<file path="config.mk">
export PLATFORM = sky130hd
export DESIGN_NAME = masked_register_file_copy_trigger
export DESIGN_NICKNAME = d
export VERILOG_FILES = /design/src/hw/rtl/mrfct_pkg.sv /design/src/hw/rtl/mrfct_copy_decode.sv /design/src/hw/rtl/masked_register_file_copy_trigger.sv
export VERILOG_INCLUDE_DIRS = /design/src /design/src/hw/rtl
export SDC_FILE = /design/constraint.sdc
export NUM_CORES = 1
export LEC_CHECK = 0
export BUFFER_PORTS_ARGS = -buffer_cell sky130_fd_sc_hd__clkbuf_2
export CORE_MARGIN = 1
export CORE_UTILIZATION = 45
export DETAILED_ROUTE_END_ITERATION = 16
export HOLD_SLACK_MARGIN = 0.1
export PLACE_DENSITY = 0.65
export SETUP_SLACK_MARGIN = 0.1
export SYNTH_ARGS = -nofsm -noshare
export SYNTH_HDL_FRONTEND = slang
export SYNTH_HIERARCHICAL = 1
export SYNTH_SLANG_ARGS = --single-unit
</file>
<file path="constraint.sdc">
create_clock -name clock -period 15.55 [get_ports clock]
set_clock_uncertainty 0.05 [all_clocks]
set_input_delay 3.11 -clock clock [delete_from_list [all_inputs] [get_ports clock]]
set_output_delay 3.11 -clock clock [all_outputs]
set_load 0.02 [all_outputs]
</file>
<file path="src/hw/rtl/assert_macros.svh">
// ----------------------------------------------------------------------------
// assertion macros
// shared concurrent assertion wrappers, empty when synthesising
// ----------------------------------------------------------------------------
`ifndef ASSERT_MACROS_SVH
`define ASSERT_MACROS_SVH

`ifndef SYNTHESIS

// same-cycle implication
`define ASSERT_IMPLIES(label, clk, rst, ante, cons) \
   label: assert property (@(posedge clk) disable iff (rst) (ante) |-> (cons)) \
      else $error("assertion failed");

// next-cycle implication
`define ASSERT_NEXT(label, clk, rst, ante, cons) \
   label: assert property (@(posedge clk) disable iff (rst) (ante) |=> (cons)) \
      else $error("assertion failed");

`else

`define ASSERT_IMPLIES(label, clk, rst, ante, cons)
`define ASSERT_NEXT(label, clk, rst, ante, cons)

`endif

`endif

</file>
<file path="src/hw/rtl/mrfct_pkg.sv">
// ----------------------------------------------------------------------------
// mrfct_pkg
// types and constants for the masked register file with copy trigger
// ----------------------------------------------------------------------------
package mrfct_pkg;

   localparam int unsigned IDX_W  = 8;
   localparam int unsigned DATA_W = 24;

   localparam logic [DATA_W-1:0] ALL_ONES = 24'hFF_FFFF;

   // register indexes with a special role
   localparam logic [IDX_W-1:0] IDX_MASK_LOAD = 8'hFE;
   localparam logic [IDX_W-1:0] IDX_TRIGGER   = 8'h52;

   // copy bank: entries 0x49 to 0x54 are kept; all but 0x4C and 0x52 feed the descriptor
   localparam logic [IDX_W-1:0] BANK_BASE = 8'h49;
   localparam logic [IDX_W-1:0] BANK_LAST = 8'h54;
   localparam int unsigned BANK_DEPTH = 12;
   localparam int unsigned BANK_AW    = 4;

   localparam logic [BANK_AW-1:0] OFF_SRC    = BANK_AW'(8'h49 - BANK_BASE);
   localparam logic [BANK_AW-1:0] OFF_DIM    = BANK_AW'(8'h4A - BANK_BASE);
   localparam logic [BANK_AW-1:0] OFF_DEST   = BANK_AW'(8'h4B - BANK_BASE);
   localparam logic [BANK_AW-1:0] OFF_SECOND = BANK_AW'(8'h4D - BANK_BASE);
   localparam logic [BANK_AW-1:0] OFF_STRIDE = BANK_AW'(8'h4E - BANK_BASE);
   localparam logic [BANK_AW-1:0] OFF_CLR_AR = BANK_AW'(8'h4F - BANK_BASE);
   localparam logic [BANK_AW-1:0] OFF_CLR_GB = BANK_AW'(8'h50 - BANK_BASE);
   localparam logic [BANK_AW-1:0] OFF_DEPTH  = BANK_AW'(8'h51 - BANK_BASE);
   localparam logic [BANK_AW-1:0] OFF_FILT_LO = BANK_AW'(8'h53 - BANK_BASE);
   localparam logic [BANK_AW-1:0] OFF_FILT_HI = BANK_AW'(8'h54 - BANK_BASE);

   // configuration register indexes
   localparam logic CSR_COPY_OUTPUT_ENABLE = 1'b0;

   typedef logic [BANK_DEPTH-1:0][DATA_W-1:0] bank_type;

   typedef struct packed {
      logic [7:0]  reg_index;
      logic [23:0] write_value;
   } req_type;

   typedef struct packed {
      logic [9:0]  src_upper;
      logic [9:0]  src_lower;
      logic [10:0] size_upper;
      logic [10:0] size_lower;
      logic [28:0] dest_address;
      logic [28:0] second_address;
      logic [23:0] dest_stride_word;
      logic [7:0]  format_fields;
      logic [41:0] filter_coeffs;
      logic [31:0] clear_argb;
      logic [23:0] clear_depth;
      logic [7:0]  copy_flags;
   } rsp_type;

endpackage

</file>
<file path="src/hw/rtl/mrfct_copy_decode.sv">
// ----------------------------------------------------------------------------
// mrfct_copy_decode
// unpacks the copy bank and the control word into one copy descriptor
// ----------------------------------------------------------------------------
module mrfct_copy_decode
   import mrfct_pkg::*;
(
   input  bank_type          bank,
   input  logic [DATA_W-1:0] ctl,
   output rsp_type           desc
);

   logic [DATA_W-1:0] src;
   logic [DATA_W-1:0] dim;
   logic [DATA_W-1:0] c4f;
   logic [DATA_W-1:0] c50;

   always_comb begin
      src = bank[OFF_SRC];
      dim = bank[OFF_DIM];
      c4f = bank[OFF_CLR_AR];
      c50 = bank[OFF_CLR_GB];

      desc.src_upper        = src[19:10];
      desc.src_lower        = src[9:0];
      desc.size_upper       = {1'b0, dim[19:10]} + 11'd1;
      desc.size_lower       = {1'b0, dim[9:0]} + 11'd1;
      desc.dest_address     = {bank[OFF_DEST], 5'b0_0000};
      desc.second_address   = {bank[OFF_SECOND], 5'b0_0000};
      desc.dest_stride_word = bank[OFF_STRIDE];
      desc.format_fields    = {ctl[13:12], ctl[8:7], ctl[6:3]};
      desc.filter_coeffs    = {bank[OFF_FILT_HI][17:0], bank[OFF_FILT_LO]};
      desc.clear_argb       = {c4f[15:8], c50[7:0], c50[15:8], c4f[7:0]};
      desc.clear_depth      = bank[OFF_DEPTH];
      desc.copy_flags       = {ctl[16], ctl[15], ctl[14], ctl[11],
                               ctl[10], ctl[9], ctl[1], ctl[0]};
   end

endmodule

</file>
<file path="src/hw/rtl/masked_register_file_copy_trigger.sv">
// ----------------------------------------------------------------------------
// masked_register_file_copy_trigger
// masked register writes with a one-shot mask and a copy descriptor trigger
// ----------------------------------------------------------------------------
//
//   channel  | direction | payload   | handshake
//   ---------+-----------+-----------+------------------------------
//   req      | in        | req_type  | req_valid / req_stall
//   rsp      | out       | rsp_type  | rsp_valid / rsp_stall
//   csr      | in        | 32-bit    | apb-style, pready tied high
//
// one item per cycle sustained while no trigger waits; an item passes through the
// input register and its descriptor is then registered in the output register
// the read-modify-write of the copy bank and the mask happens as the item
// leaves the input register, so a following item sees it straight away
// reset clears the mask to all ones, the bank to zeros and enables output
// a trigger item waits in the input register only while the output register
// is full and stalled; items that give no descriptor never wait
//
module masked_register_file_copy_trigger
   import mrfct_pkg::*;
(
   input  logic        clock,
   input  logic        reset,
   // request channel
   input  logic        req_valid,
   output logic        req_stall,
   input  req_type     req_data,
   // response channel
   output logic        rsp_valid,
   input  logic        rsp_stall,
   output rsp_type     rsp_data,
   // configuration
   input  logic        csr_psel,
   input  logic        csr_penable,
   input  logic        csr_pwrite,
   input  logic [2:0]  csr_paddr,
   input  logic [31:0] csr_pwdata,
   output logic [31:0] csr_prdata,
   output logic        csr_pready
);

`include "assert_macros.svh"

   // only entries 0x49 to 0x54 are ever visible at the outputs, so just that
   // bank is kept; writes elsewhere still consume the one-shot mask
   bank_type          bank_ff;
   logic [DATA_W-1:0] mask_ff;
   logic              enable_ff;

   // input register
   logic              s1_valid_ff;
   req_type           s1_data_ff;

   // output register
   logic              rsp_valid_ff;
   rsp_type           rsp_data_ff;

   logic              csr_write;
   logic              s1_in_bank;
   logic [BANK_AW-1:0] s1_off;
   logic [DATA_W-1:0] old_value;
   logic [DATA_W-1:0] merged_value;
   logic              s1_mask_load;
   logic              s1_emit;
   logic              out_free;
   logic              s1_fire;
   logic              req_accept;
   logic              s1_valid_in;
   logic              rsp_valid_in;
   rsp_type           desc;

   // configuration port
   assign csr_pready = 1'b1;
   assign csr_write  = csr_psel & csr_penable & csr_pwrite & csr_pready;
   assign csr_prdata = (csr_paddr[2] == CSR_COPY_OUTPUT_ENABLE) ?
                       {31'b0, enable_ff} : 32'b0;

   always_ff @(posedge clock) begin
      if (reset) begin
         enable_ff <= 1'b1;
      end else if (csr_write && csr_paddr[2] == CSR_COPY_OUTPUT_ENABLE) begin
         enable_ff <= csr_pwdata[0];
      end
   end

   // merge of the item held in the input register
   always_comb begin
      s1_in_bank   = (s1_data_ff.reg_index >= BANK_BASE) &&
                     (s1_data_ff.reg_index <= BANK_LAST);
      s1_off       = BANK_AW'(s1_data_ff.reg_index - BANK_BASE);
      old_value    = s1_in_bank ? bank_ff[s1_off] : '0;
      merged_value = (old_value & ~mask_ff) | (s1_data_ff.write_value & mask_ff);
      s1_mask_load = (s1_data_ff.reg_index == IDX_MASK_LOAD);
      s1_emit      = (s1_data_ff.reg_index == IDX_TRIGGER) && enable_ff;
   end

   // flow control: the output register takes a new item when empty or draining
   assign out_free     = !rsp_valid_ff || !rsp_stall;
   assign s1_fire      = s1_valid_ff && (!s1_emit || out_free);
   assign req_stall    = s1_valid_ff && !s1_fire;
   assign req_accept   = req_valid && !req_stall;
   assign s1_valid_in  = req_accept || (s1_valid_ff && !s1_fire);
   assign rsp_valid_in = out_free ? (s1_fire && s1_emit) : rsp_valid_ff;

   // descriptor decode; the control word is the merged trigger value
   mrfct_copy_decode u_decode (
      .bank (bank_ff),
      .ctl  (merged_value),
      .desc (desc)
   );

   always_ff @(posedge clock) begin
      if (reset) begin
         s1_valid_ff <= 1'b0;
      end else begin
         s1_valid_ff <= s1_valid_in;
      end
   end

   always_ff @(posedge clock) begin
      if (req_accept) begin
         s1_data_ff <= req_data;
      end
   end

   // copy bank and one-shot mask
   always_ff @(posedge clock) begin
      if (reset) begin
         bank_ff <= '0;
         mask_ff <= ALL_ONES;
      end else if (s1_fire) begin
         if (s1_mask_load) begin
            mask_ff <= s1_data_ff.write_value;
         end else begin
            mask_ff <= ALL_ONES;
            if (s1_in_bank) begin
               bank_ff[s1_off] <= merged_value;
            end
         end
      end
   end

   // output register
   always_ff @(posedge clock) begin
      if (reset) begin
         rsp_valid_ff <= 1'b0;
      end else begin
         rsp_valid_ff <= rsp_valid_in;
      end
   end

   always_ff @(posedge clock) begin
      if (out_free && s1_fire && s1_emit) begin
         rsp_data_ff <= desc;
      end
   end

   assign rsp_valid = rsp_valid_ff;
   assign rsp_data  = rsp_data_ff;

   // a trigger leaving the input register always lands in the output register
   `ASSERT_NEXT(a_trigger_lands, clock, reset, s1_fire && s1_emit, rsp_valid_ff)
   // the mask is one-shot: any merged write restores it
   `ASSERT_NEXT(a_mask_restored, clock, reset, s1_fire && !s1_mask_load, mask_ff == ALL_ONES)
   // the input side only stalls while a trigger waits for the output register
   `ASSERT_IMPLIES(a_stall_cause, clock, reset, req_stall, s1_valid_ff && s1_emit && !out_free)
   // sizes are always one more than a ten-bit field
   `ASSERT_IMPLIES(a_size_nonzero, clock, reset, rsp_valid_ff, rsp_data_ff.size_upper != 11'd0 && rsp_data_ff.size_lower != 11'd0)

endmodule
</file>
==> out/results.ini <==
[pwr]
power.share.switching = 0.224
switchingPower_mw = 0.729
pwr-share-clk = 0.459
vdd_drop_max_uv = 86.7
p_int_mw = 2.53
combinationalPowerShare = 0.045
pwr-share-seq = 0.496
power_density_nw_per_um2 = 122
p_leak_nw = 9.46

[clock_network]
h-tree-depth = 2
cts_tree = built
cts.sinks = 585
cts_hold_buf = 0
cts_setup_buffers = 0
cts_buffers = 59
insertion_delay_ns = 0.62
root_buffer = clkbuf_16
clock_path_buffers = 3
path_clk_slew_ns = 0.07
postCtsResizedCells = 0

[sta]
max_slew_margin = 0.173
rsz0062_at_grt = false
slew_violations = 0
setup_viol = 0
finalCritPeriodShare = 0.460
fmax_ghz = 0.140
hold_ws_ns = 0.395
fin_setup_tns_ns = 0
worstMarginPinSlew_ns = 1.24
finalHoldViolCount = 0
post-route-min-period_ns = 7.15

[critical_path]
critical_path_arrival_ns = 3.99
endpoint_kind = primary output
cp_max_fo = 3
required_ns = 12.39
worstSetupPathType = in2out
startpoint_type = input port

[floorplanning]
die_area_sq_um = 55600
core_area_sq_um = 53900
io_pins = 347
fp.dieH_microns = 236
die_w_microns = 236
start_util = 0.456
row_count = 85

[global_routing]
antenna_found_initial = 0
overflow = 0
grt_pass1_wl_mm = 89.2
grt_pass1_vias = 14488
grtUsageMet2 = 0.366
grt_usage = 0.211
grt_use_met1 = 0.270
grt_start_max_net_pins = 181
grt_use_met3 = 0.0362
grt.busiest_layer = met2

[outcome]
status = finished, final reports clean

[placed_design]
portBuffers = 281
dpl.hpwl_mm = 38.9
gp_congestion = 0.841

[synth]
syn-instance-count = 1959
ys_warn_count = 6
syn_area_sq_um = 24600
postSynthAreaPerCell_sq_um = 12.5

[route]
wire_per_inst_microns = 21.8
drt_iter0_drc = 1147
vias_per_cell = 5.48
vias = 14883
route.detailed.drc = 0
drt-total-wl_mm = 59.3
ant_nets = 0
first_pass_iters = 5

[run]
maxCapViolations = 0

[layout]
final_nets = 2049
drive_above_1_share = 0.317
antenna_cells = 0
area_growth_pct = 8.46

[hold_path]
hold_class = reg2reg

[power groups by stage]
stage / sequential (mW) / clock, mW / combinational, mW
finish: 1.61 / 1.49 / 0.148
CTS: 1.61 / 1.52 / 0.148
detailed placement: 1.65 / 0 / 0.148
floorplan: 1.65 / 0 / 0.117
global placement: 1.65 / 0 / 0.147
global route: 1.61 / 1.58 / 0.157
[metrics by stage]
step	util	power, mW	std cells	setup WS (ns)	cell area [sq um]
after floorplan	-	1.76	1998	1.40	24700
after CTS	0.495	3.28	2714	8.40	26700
after global placement	0.457	1.79	2604	8.41	24600
final	0.495	3.26	2714	8.40	26700
after detailed placement	0.457	1.80	2604	8.40	24600
after global routing	0.495	3.35	2714	8.37	26700
[worst paths after layout]
kind | startpoint | slack, ns | depth (start not counted) | end
worst min-delay path | bank_ff[134]$_SDFFE_PP0P_ | 0.40 | 0 | rsp_data[128]$_DFFE_PP_
worst max-delay path | rsp_stall | 8.40 | 6 | req_stall
worst min register to register | bank_ff[134]$_SDFFE_PP0P_ | 0.40 | 0 | rsp_data[128]$_DFFE_PP_
worst max register to register | s1_data_ff[25]$_DFFE_PP_ | 11.40 | 9 | rsp_data[5]$_DFFE_PP_
[cell type report]
cell class,count,area [sq um]
multi-input cells,983,7560
inverters,24,90.1
well taps,696,871
flip-flops and latches,585,14400
fillers,4693,27300
repair buffers,316,1690
clock inverters,31,393
clock buffers,79,1650
[registers in the layout, indices dropped and copies added (netlist names)]
register,cells
s1_data_ff,32
mask_ff,24
rsp_valid,1
rsp_data,238
bank_ff,288
enable_ff,1
s1_valid_ff,1
[critical path, cell delays in order]
cell and delay, ns:
clkbuf_2 0.09, nand2_1 0.13, nor2_1 0.26, nand2_1 0.10
inv_1 0.11, clkbuf_2 0.18
[layer usage]
metal	part of all wire	vias to the layer above
li1	-	6878
met1	0.42	7456
met2	0.51	459
met3	0.049	90
met4	0.025	0
met5	0	-
[placed cells by master (no fill, tap or decap), types with 6 or more instances in the layout]
cell type / instances
nor2_1: 324
buf_4: 34
o21bai_1: 24
edfxtp_1: 270
a211oi_1: 163
o21ai_0: 32
clkinv_2: 9
a211oi_2: 125
inv_1: 24
clkbuf_1: 14
clkbuf_2: 280
nor3_1: 28
a21oi_1: 29
conb_1: 42
clkbuf_16: 62
xnor2_1: 12
nand2_1: 24
bufinv_16: 8
a2111oi_0: 6
and3_1: 6
a311oi_1: 16
dfxtp_1: 315
nand3_1: 7
and3_4: 8
a22oi_1: 8
clkinvlp_4: 8
mux4_2: 72
(Power assumes the default switching activity.)
